**src/rtl/core/multichannel_moving_average_top_assert.svh**
```systemverilog
// Assertion macros for the moving-average block.
// Depends on a clock named clk and a synchronous reset named rst in the including scope.
`ifndef MULTICHANNEL_MOVING_AVERAGE_TOP_ASSERT_SVH
`define MULTICHANNEL_MOVING_AVERAGE_TOP_ASSERT_SVH
`ifndef NO_ASSERTIONS
// Condition holds at every clock edge outside reset.
`define MMA_ASSERT_ALWAYS(label, cond, msg) \
  label: assert property (@(posedge clk) disable iff (rst) (cond)) else $error(msg);
// Antecedent in one cycle implies consequent in the next.
`define MMA_ASSERT_NEXT(label, ante, cons, msg) \
  label: assert property (@(posedge clk) disable iff (rst) (ante) |=> (cons)) else $error(msg);
`else
`define MMA_ASSERT_ALWAYS(label, cond, msg)
`define MMA_ASSERT_NEXT(label, ante, cons, msg)
`endif
`endif

```
**src/rtl/core/mma_pkg.sv**
```systemverilog
// Shared constants and types for the moving-average block.
// No dependencies; used by mma_div and the top level in rtl/core.
package mma_pkg;

  localparam int MAX_SECTORS  = 8;
  localparam int MAX_WINDOW   = 64;   // power of two: ring pointers wrap by truncation
  localparam int SAMPLE_BITS  = 16;

  localparam int SECTOR_BITS  = 3;
  localparam int PTR_BITS     = $clog2(MAX_WINDOW);
  localparam int COUNT_BITS   = $clog2(MAX_WINDOW + 1);
  localparam int SUM_BITS     = SAMPLE_BITS + PTR_BITS;
  localparam int ADDR_BITS    = SECTOR_BITS + PTR_BITS;
  localparam int STORE_DEPTH  = MAX_SECTORS * MAX_WINDOW;
  localparam int STEP_BITS    = $clog2(SUM_BITS + 1);

  localparam int WINLEN_BITS    = 7;
  localparam int ACTSEC_BITS    = 4;
  localparam int CFG_DATA_BITS  = 7;
  localparam int CFG_INDEX_BITS = 2;

  localparam logic [CFG_INDEX_BITS-1:0] REG_WINDOW_LENGTH  = CFG_INDEX_BITS'(0);
  localparam logic [CFG_INDEX_BITS-1:0] REG_ACTIVE_SECTORS = CFG_INDEX_BITS'(1);

  localparam logic [WINLEN_BITS-1:0] WINDOW_LENGTH_RESET  = WINLEN_BITS'(16);
  localparam logic [ACTSEC_BITS-1:0] ACTIVE_SECTORS_RESET = ACTSEC_BITS'(8);

  typedef struct packed {
    logic                  start;
    logic [SUM_BITS-1:0]   dividend;
    logic [COUNT_BITS-1:0] divisor;
  } div_req_t;

  typedef struct packed {
    logic                done;
    logic [SUM_BITS-1:0] quotient;
  } div_rsp_t;

endpackage

```
**src/rtl/core/mma_div.sv**
```systemverilog
// Restoring radix-2 divider, one quotient bit per cycle.
// Depends on mma_pkg for widths and the request/response structs.
module mma_div (
  input  logic              clk,
  input  logic              rst,
  input  mma_pkg::div_req_t req,
  output mma_pkg::div_rsp_t rsp
);

  logic [mma_pkg::COUNT_BITS-1:0] rem;
  logic [mma_pkg::SUM_BITS-1:0]   quo;
  logic [mma_pkg::COUNT_BITS-1:0] div;
  logic [mma_pkg::STEP_BITS-1:0]  step;
  logic                           busy;
  logic                           done;

  logic [mma_pkg::COUNT_BITS:0]   shifted;
  logic                           ge;
  logic [mma_pkg::COUNT_BITS:0]   diff;
  logic [mma_pkg::COUNT_BITS-1:0] rem_next;
  logic [mma_pkg::SUM_BITS-1:0]   quo_next;

  // The remainder stays below the divisor, so the shifted value fits one extra bit.
  always_comb begin
    shifted  = {rem, quo[mma_pkg::SUM_BITS-1]};
    ge       = shifted >= {1'b0, div};
    diff     = shifted - {1'b0, div};
    rem_next = ge ? diff[mma_pkg::COUNT_BITS-1:0] : shifted[mma_pkg::COUNT_BITS-1:0];
    quo_next = {quo[mma_pkg::SUM_BITS-2:0], ge};
  end

  always_ff @(posedge clk) begin
    if (rst) begin
      busy <= 1'b0;
      done <= 1'b0;
      step <= '0;
    end else begin
      done <= 1'b0;
      if (req.start) begin
        rem  <= '0;
        quo  <= req.dividend;
        div  <= req.divisor;
        step <= '0;
        busy <= 1'b1;
      end else if (busy) begin
        rem  <= rem_next;
        quo  <= quo_next;
        step <= step + mma_pkg::STEP_BITS'(1);
        if (step == mma_pkg::STEP_BITS'(mma_pkg::SUM_BITS - 1)) begin
          busy <= 1'b0;
          done <= 1'b1;
        end
      end
    end
  end

  assign rsp.done     = done;
  assign rsp.quotient = quo;

endmodule

```
**config.mk**
```make
export PLATFORM = sky130hd
export DESIGN_NAME = mma_div
export DESIGN_NICKNAME = d
export VERILOG_FILES = /design/src/rtl/core/multichannel_moving_average_top_assert.svh /design/src/rtl/core/mma_pkg.sv /design/src/rtl/core/mma_div.sv
export SDC_FILE = /design/constraint.sdc
export NUM_CORES = 1
export LEC_CHECK = 0
export ABC_AREA = 1
export ABC_CLOCK_PERIOD_IN_PS = 3660
export BUFFER_PORTS_ARGS = -buffer_cell sky130_fd_sc_hd__buf_2
export CAP_MARGIN = 20
export CORE_ASPECT_RATIO = 1.5
export CORE_UTILIZATION = 41
export CTS_CLUSTER_DIAMETER = 80
export DETAILED_ROUTE_END_ITERATION = 7
export GPL_ROUTABILITY_DRIVEN = 0
export SYNTH_ARGS = -nofsm -noshare
export SYNTH_HDL_FRONTEND = slang
export SYNTH_SLANG_ARGS = --single-unit
```
**constraint.sdc**
```tcl
create_clock -name clk -period 3.66 [get_ports clk]
set_clock_uncertainty 0.05 [all_clocks]
set_input_delay 0.183 -clock clk [delete_from_list [all_inputs] [get_ports clk]]
set_output_delay 0.183 -clock clk [all_outputs]
set_load 0.005 [all_outputs]
```
==> flow_metrics.py, run 1 <==
metrics = {
    "synth": {
        "synth_compound_area_share_pct": 3.10,
        "yosysUniqueCellTypes": 25,
        "syn_nets": 300,
        "synth_mux_area_share_pct": 0,
        "synthAdderAreaFrac_pct": 5.97,
        "yosysSeqAreaShare_pct": 54.9,
        "ys_seq_elements": 43,
        "yosysWarnings": 0,
        "yosys.area.top_type_share_pct": 48.6,
        "synth-simple-area-share_pct": 27.3,
        "synthCells": 258,
        "syn-mean-instance-area_um2": 8.62,
        "synth_top_family_by_area": "simple AND/OR/NAND/NOR gates",
        "syn_area_mm2": 0.00222,
        "synth_top_area_cell": "edfxtp_1",
        "synth-xor-area-share_pct": 1.18,
        "synth.area.top_cells": "edfxtp_1 49%, nand2_1 17%, dfxtp_1 6.3%",
    },
    "worst_setup_path": {
        "worst-path-max-fanout": 7,
        "worstSetupEndpoint": "rem[1]",
        "cp.required_ns": 3.76,
        "critical_path_class": "flip-flop to flip-flop",
        "rrSetupSlack_ns": 1.56,
        "reg2reg_from": "quo[21]",
        "startpoint": "quo[21]",
        "r2r-end": "rem[1]",
        "worst_setup_path_start_kind": "flip-flop",
        "arrival_ns": 2.21,
        "worstRegToRegCells": 12,
        "endpoint_kind": "flip-flop",
    },
    "global_routing": {
        "grt_pass1_vias": 1781,
        "use_met1_pct": 19.9,
        "antenna_found_initial": 0,
        "grt-busiest-layer": "met2",
        "grt_overflow": 0,
        "gr-usage-met3_pct": 3.73,
        "grt_first_pass_wirelength_um": 7940,
        "grtUsageMet2_pct": 33.0,
        "grt_usage_pct": 17.9,
        "grt_max_degree": 31,
    },
    "sta": {
        "max_slew_margin_pct": 40.5,
        "max_freq_ghz": 0.475,
        "holdWs_ns": 0.0133,
        "min_period_ns": 2.10,
        "rsz0062_at_grt": "no",
        "timing.final.hold_violations": 0,
        "min_period_over_period_pct": 57.5,
        "setup_violations": 0,
        "tightestPinTransition_ns": 0.891,
        "drv_slew": 0,
        "tns_ns": 0,
    },
    "route": {
        "drc_errors": 0,
        "ant_nets": 0,
        "wire_per_inst_um": 12.3,
        "vias_per_cell": 4.59,
        "first_pass_iters": 4,
        "vias": 1759,
        "drtIter0Drc": 86,
        "wl_um": 4710,
    },
    "floorplanning": {
        "row_count": 32,
        "die_w_um": 62.1,
        "start_util_pct": 43.0,
        "ios": 55,
        "core_area_mm2": 0.00516,
        "fp.dieArea_mm2": 0.00573,
        "die_h_um": 92.2,
    },
    "flow_run": {
        "max_cap_violations": 0,
    },
    "final_layout": {
        "instances_no_fill": 383,
        "area_growth_pct": 19.1,
        "utilization_pct": 51.3,
        "diodes": 0,
        "layout.nets": 356,
        "drive_gt1_share_pct": 21.0,
        "layout_commonest_cell": "nand2_1",
        "final_cell_mix": "102 x nand2_1, 54 x buf_2, 36 x edfxtp_1, 33 x inv_1, 22 x nor2_1",
    },
    "cts": {
        "htreeDepth": 2,
        "cts_tree": "yes",
        "numCtsBuffers": 5,
        "clock-sinks": 43,
        "root_buffer": "clkbuf_8",
        "clockBufferDepth": 2,
        "clk_pin_slew_ns": 0.08,
        "clk_latency_ns": 0.29,
        "post_cts_buffers": 0,
    },
    "pwr": {
        "power_mw": 1.15,
        "p_leak_nw": 1.30,
        "power.density_mw_per_mm2": 433,
        "ir_worst_vdd_uv": 268,
    },
    "place": {
        "hpwl_um": 3550,
        "io_buffers": 54,
        "placedCellCount": 374,
    },
    "hold_path": {
        "min_from": "req[3]",
        "min_path_type": "primary input to flip-flop",
    },
    "run_status": {
        "status": "finished, final reports clean",
    },
}
[power by group]
part | switching, mW | total, mW | internal [mW]
Sequential | 0.0230 | 0.607 | 0.584
Clock | 0.150 | 0.281 | 0.130
Combinational | 0.156 | 0.259 | 0.103
Total | 0.330 | 1.15 | 0.817
[layer usage]
layer / vias to the layer above / wire length (um)
li1: 929 / -
met1: 797 / 2020
met2: 27 / 2470
met3: 6 / 132
met4: 0 / 77
met5: - / 0
[layout make-up]
cell class                      count  area [um2]
Sequential cell                    43        1220
Multi-Input combinational cell    173         838
Fill cell                         523        2520
Inverter                           34         128
Clock inverter                      2        7.51
Timing Repair Buffer               57         295
Tap cell                           68        85.1
Clock buffer                        6        72.6
[worst min-delay path by stage]
| stage | to | slack, ns | cells after the start |
|---|---|---|---|
| after floorplan | div[0] | 0.23 | 0 |
| after global placement | div[3] | 0.31 | 1 |
| after detailed placement | div[3] | 0.31 | 1 |
| after CTS | div[3] | 0.007 | 1 |
| after global routing | div[5] | 0.004 | 1 |
| final | div[3] | 0.01 | 1 |
[critical path, cell delays in order, from the launching register on]
cell,delay (ns)
edfxtp_1,0.37
inv_1,0.07
ha_1,0.22
fa_1,0.41
inv_1,0.09
nand2_1,0.05
nand2_1,0.08
nand2_1,0.08
nand2_1,0.06
nand2_1,0.16
nand3_1,0.12
nand2_1,0.05
nor2_1,0.14
[synthesized netlist by cell type]
cell,number
edfxtp_1,36
dfxtp_1,7
or2_1,1
inv_2,1
o21ai_0,3
ha_1,9
inv_1,33
a21oi_1,5
nor3_1,4
nor3b_1,1
buf_2,5
nand2_2,1
fa_1,1
o21ai_1,1
o21a_1,1
xor2_1,1
a21oi_4,1
clkbuf_1,2
nand3_1,13
nand2_1,102
xnor2_1,2
nor2_1,22
nor2_4,1
buf_4,1
nand4_1,4
[repair_timing]
action,4_1_cts,5_1_grt
hold buffers,0,1
resized for setup,0,0
hold endpoints to repair,0,1
[sequential cells by signal (all words and copies together) (netlist names)]
register and count:
rem 7, div 7, step 5, done 1
quo 22, busy 1
[kinds of logic (layout without fill, tap and decap cells)]
kind of cell,count (synthesis),count (layout)
AND/OR/NAND/NOR,149,149
flip-flops,43,43
buffers and inverters,42,99
AO/OA/AOI/OAI,11,11
adder cells (fa/ha/maj),10,10
XOR/XNOR,3,3
[through the flow]
step           setup WS [ns]  cell area, um2
5_1_grt                 1.36            2650
4_1_cts                 1.53            2640
6_report                1.56            2650
3_5_place_dp            1.35            2560
2_1_floorplan          0.631            2220
3_3_place_gp            1.44            2560
Power figures use the tool's default switching activity.
==> run 2: changes to the inputs <==
--- a/config.mk
+++ b/config.mk
@@ -6,7 +6,7 @@
 export NUM_CORES = 1
 export LEC_CHECK = 0
 export ABC_AREA = 1
-export ABC_CLOCK_PERIOD_IN_PS = 3660
+export ABC_CLOCK_PERIOD_IN_PS = 2000
 export BUFFER_PORTS_ARGS = -buffer_cell sky130_fd_sc_hd__buf_2
 export CAP_MARGIN = 20
 export CORE_ASPECT_RATIO = 1.5
==> constraint.sdc (replaced) <==
create_clock -name clk -period 2 [get_ports clk]
set_clock_uncertainty 0.05 [all_clocks]
set_input_delay 0.1 -clock clk [delete_from_list [all_inputs] [get_ports clk]]
set_output_delay 0.1 -clock clk [all_outputs]
set_load 0.005 [all_outputs]
==> flow_metrics.py, run 2 (synthesis results as in run 1) <==
metrics = {
    "final_layout": {
        "layout_commonest_cell": "nand2_1",
        "diodes": 0,
        "top_regs": "quo: 22 flops, div: 7 flops, rem: 7 flops",
        "largest_reg_flops": 22,
        "top_register": "quo",
        "layout.nets": 366,
        "final_cell_mix": "100 x nand2_1, 54 x buf_2, 36 x edfxtp_1, 32 x inv_1, 18 x nor2_1",
        "area_growth_pct": 25.0,
        "design_area_mm2": 0.00278,
        "drive_gt1_share_pct": 24.9,
    },
    "worst_setup_path": {
        "arrival_ns": 1.87,
        "worst_setup_path_start_kind": "flip-flop",
        "endpoint_kind": "flip-flop",
        "worst-path-max-fanout": 8,
        "critical_path_class": "flip-flop to flip-flop",
        "cp.required_ns": 2.01,
    },
    "floorplanning": {
        "core_area_mm2": 0.00516,
        "die_w_um": 62.1,
        "fp.dieArea_mm2": 0.00573,
        "row_count": 32,
        "die_h_um": 92.2,
        "start_util_pct": 43.0,
        "ios": 55,
    },
    "cts": {
        "htreeDepth": 2,
        "clk_pin_slew_ns": 0.08,
        "clockBufferDepth": 2,
        "numCtsBuffers": 5,
        "clock-sinks": 43,
        "clk_latency_ns": 0.29,
        "root_buffer": "clkbuf_8",
        "post_cts_buffers": 0,
        "cts_tree": "yes",
    },
    "pwr": {
        "power.density_mw_per_mm2": 779,
        "ir_worst_vdd_uv": 549,
        "p_leak_nw": 1.36,
    },
    "hold_path": {
        "min_path_type": "primary input to flip-flop",
    },
    "global_routing": {
        "grt_overflow": 0,
        "grt_usage_pct": 17.9,
        "grt_max_degree": 30,
        "grt_first_pass_wirelength_um": 7900,
        "grt_pass1_vias": 1724,
        "antenna_found_initial": 0,
    },
    "route": {
        "drc_errors": 0,
        "first_pass_iters": 4,
        "drtIter0Drc": 59,
        "wire_per_inst_um": 11.7,
        "ant_nets": 0,
        "vias_per_cell": 4.62,
        "wl_um": 4610,
        "vias": 1814,
    },
    "sta": {
        "max_slew_margin_pct": 48.3,
        "max_freq_ghz": 0.536,
        "setup_violations": 0,
        "timing.final.hold_violations": 0,
        "drv_slew": 0,
        "tightestPinTransition_ns": 0.775,
        "min_period_over_period_pct": 93.4,
        "holdWs_ns": 0.0193,
        "min_period_ns": 1.87,
    },
    "flow_run": {
        "max_cap_violations": 0,
    },
    "place": {
        "io_buffers": 54,
        "postPlaceCellArea_mm2": 0.00260,
        "hpwl_um": 3480,
    },
    "run_status": {
        "status": "finished, final reports clean",
    },
}
## run 2: cell count changes in the layout (fill, tap and decap cells not counted), sizes merged
cell / change
clkinvlp: +1
buf: +4
clkinv: -1
dlygate4sd3: +6
## run 2: area by class of cell
| cell class | count | area (um2) |
|---|---|---|
| sequential | 43 | 1220 |
| tap | 68 | 85.1 |
| clock inverter | 2 | 12.5 |
| clock buffer | 6 | 72.6 |
| timing repair buffer | 67 | 398 |
| fill | 498 | 2380 |
| inverter | 34 | 128 |
| multi-input combinational | 173 | 863 |
## run 2: power by group
part	switching, mW	internal, mW
Sequential	0.0390	1.07
Clock	0.288	0.244
Combinational	0.306	0.219
## run 2: timing repair
item,CTS,global route
hold endpoints to repair,7,0
resized for setup,1,9
pin swaps,0,3
hold buffers,7,0
endpoints found under the setup margin,1,7
## run 2: critical path: stages (launching register included)
cell and delay [ns]:
edfxtp_1 0.40, ha_1 0.41, nand4_1 0.17, nor3_1 0.29, nor2_4 0.13, nor2_1 0.11, nor2_1 0.06
## run 2: stage by stage
step	utilization, %	setup WS, ns	power (mW)	std cells	TNS [ns]
global placement	50.3	0.0704	1.62	378	0
detailed placement	50.3	0.00299	1.63	378	0
finish	53.8	0.133	2.16	393	0
floorplan	-	0.168	1.45	258	0
global route	53.8	-0.00889	2.31	393	-0.0107
CTS	53.4	0.0431	2.17	393	0
## run 2: metal layers
| layer | GRT usage (%) | up-vias | routed length (um) |
|---|---|---|---|
| met2 | 32.2 | 27 | 2460 |
| met3 | 3.36 | 5 | 124 |
| met5 | 0 | - | 0 |
| li1 | - | 949 | - |
| met4 | 7.56 | 0 | 78 |
| met1 | 20.5 | 833 | 1940 |
## run 2: worst paths after layout
check                           startpoint      end  slack [ns]  depth (start not counted)
worst max-delay path                rem[2]   rem[5]        0.13                          6
worst min-delay path               req[11]   quo[4]        0.02                          3
worst max register to register      rem[2]   rem[5]        0.13                          6
worst min register to register     step[0]  step[0]        0.46                          1
==> run 3: changes to the inputs <==
--- a/config.mk
+++ b/config.mk
@@ -9,11 +9,14 @@
 export ABC_CLOCK_PERIOD_IN_PS = 2000
 export BUFFER_PORTS_ARGS = -buffer_cell sky130_fd_sc_hd__buf_2
 export CAP_MARGIN = 20
+export CELL_PAD_IN_SITES_DETAIL_PLACEMENT = 1
+export CELL_PAD_IN_SITES_GLOBAL_PLACEMENT = 1
 export CORE_ASPECT_RATIO = 1.5
-export CORE_UTILIZATION = 41
+export CORE_UTILIZATION = 39
 export CTS_CLUSTER_DIAMETER = 80
 export DETAILED_ROUTE_END_ITERATION = 7
 export GPL_ROUTABILITY_DRIVEN = 0
+export PLACE_DENSITY_LB_ADDON = 0.1
 export SYNTH_ARGS = -nofsm -noshare
 export SYNTH_HDL_FRONTEND = slang
 export SYNTH_SLANG_ARGS = --single-unit
==> flow_metrics.py, run 3 (synthesis results as in run 1) <==
metrics = {
    "worst_setup_path": {
        "slowest_stage": "ha_1",
        "critical_path_class": "flip-flop to flip-flop",
        "worstRegToRegCells": 7,
        "rrSetupSlack_ns": -0.0008,
        "reg2reg_from": "rem[1]",
        "worst-path-max-fanout": 7,
        "worst_setup_path_start_kind": "flip-flop",
        "path_depth": 7,
        "r2r-end": "rem[1]",
        "endpoint_kind": "flip-flop",
        "arrival_ns": 2.01,
        "cp.required_ns": 2.01,
        "cp_top_family": "simple AND/OR/NAND/NOR gates",
        "path_cells": "ha_1, nand4_1, nor3_2, nor2_4, buf_12, nor2_2, nor2_1",
        "cp.buffers_inverters": 1,
        "crit_path_max_incr_delay_ns": 0.46,
    },
    "final_layout": {
        "fillCellCount": 689,
        "drive_gt1_share_pct": 29.8,
        "final_cell_mix": "97 x nand2_1, 54 x buf_2, 36 x edfxtp_1, 31 x inv_1, 12 x nand3_1",
        "layout_commonest_cell": "nand2_1",
        "top_register": "quo",
        "largest_reg_flops": 22,
        "layout.nets": 370,
        "diodes": 0,
        "area_growth_pct": 32.4,
        "top_regs": "quo: 22 flops, div: 7 flops, rem: 7 flops",
    },
    "hold_path": {
        "min_from": "req[18]",
        "min_path_type": "primary input to flip-flop",
        "whs_path_depth": 3,
        "min_to": "quo[11]",
    },
    "sta": {
        "rsz0062_at_grt": "yes",
        "holdWs_ns": 0.0201,
        "max_slew_margin_pct": 55.3,
        "drv_slew": 0,
        "tightestPinTransition_ns": 0.671,
        "setup_violations": 1,
        "timing.final.hold_violations": 0,
        "min_period_ns": 2.00,
        "fin_ws_ns": -0.000820,
        "tns_ns": -0.000820,
        "max_freq_ghz": 0.500,
        "min_period_over_period_pct": 100,
    },
    "route": {
        "drtIter0Drc": 24,
        "wire_per_inst_um": 14.2,
        "wl_um": 5680,
        "ant_nets": 0,
        "vias": 1912,
        "drc_errors": 0,
        "first_pass_iters": 4,
        "vias_per_cell": 4.79,
    },
    "cts": {
        "cts_tree": "yes",
        "clock-sinks": 43,
        "numCtsBuffers": 5,
        "clockBufferDepth": 2,
        "clk_pin_slew_ns": 0.08,
        "htreeDepth": 2,
        "clk_latency_ns": 0.30,
        "root_buffer": "clkbuf_8",
    },
    "run_status": {
        "violations": "negative setup slack",
        "status": "finished, violations left",
    },
    "pwr": {
        "ir_worst_vdd_uv": 627,
        "power.density_mw_per_mm2": 832,
        "p_leak_nw": 1.40,
    },
    "floorplanning": {
        "row_count": 33,
        "die_h_um": 94.5,
        "start_util_pct": 40.5,
        "ios": 55,
        "core_area_mm2": 0.00549,
        "die_w_um": 63.7,
        "fp.dieArea_mm2": 0.00601,
    },
    "global_routing": {
        "grt_overflow": 0,
        "grt_first_pass_wirelength_um": 9000,
        "grt_pass1_vias": 2006,
        "antenna_found_initial": 0,
        "grt_max_degree": 30,
        "grt_usage_pct": 19.8,
    },
    "flow_run": {
        "max_cap_violations": 0,
    },
    "place": {
        "io_buffers": 54,
        "hpwl_um": 4080,
    },
}
-- run 3: changes by cell type in the layout (fill, tap and decap cells not counted), sizes merged --
cell      before  now
bufinv         0    1
buf           60   64
clkinvlp       1    0
clkbuf         6    7
clkinv         1    0
-- run 3: what timing repair did --
item,4_1_cts,5_1_grt
buffers inserted,0,6
hold buffers,7,0
pin swaps,0,6
endpoints found under the setup margin,7,8
cloned,0,0
gates resized for setup,2,31
endpoints found under the hold margin,7,0
-- run 3: where the power goes --
part,switching [mW],internal [mW]
clock network,0.293,0.374
registers,0.0434,1.07
logic,0.384,0.284
total,0.720,1.73
-- run 3: per-layer routing --
layer	track usage, %	routed length [um]	vias up
met5	0	0	-
met4	7.58	123	0
met3	3.86	125	10
met2	38.7	3270	26
met1	20.1	2170	921
li1	-	-	955
-- run 3: worst max-delay path by stage --
stage	start	endpoint	slack [ns]
6_report	rem[1]	rem[1]	-0.0008
5_1_grt	rem[1]	rem[1]	-0.11
4_1_cts	quo[21]	rem[5]	0.03
3_5_place_dp	quo[21]	rem[1]	-0.06
3_3_place_gp	quo[21]	rem[1]	0.05
2_1_floorplan	quo[21]	rem[5]	0.17
-- run 3: worst min-delay path, stage by stage --
cell and delay [ns]:
buf_2 0.07, nand2_1 0.04, nand2_1 0.05
-- run 3: stage by stage --
step	util (%)	cell area (um2)	cells	worst slack, ns	power (mW)
floorplan	-	2230	258	0.168	1.45
global placement	47.3	2590	379	0.0503	1.62
detailed placement	47.3	2590	379	-0.0626	1.64
CTS	50.6	2780	394	0.0285	2.32
global route	53.6	2940	399	-0.108	2.58
finish	53.6	2940	399	-0.000820	2.45
-- run 3: cell type report --
| cell class | instances | area [um2] | area share [%] |
|---|---|---|---|
| clock buffers | 7 | 76.3 | 2.59 |
| clock inverters | 1 | 30.0 | 1.02 |
| inverters | 34 | 128 | 4.34 |
| multi-input cells | 173 | 956 | 32.5 |
| flip-flops and latches | 43 | 1220 | 41.5 |
| well taps | 70 | 87.6 | 2.98 |
| repair buffers | 71 | 444 | 15.1 |
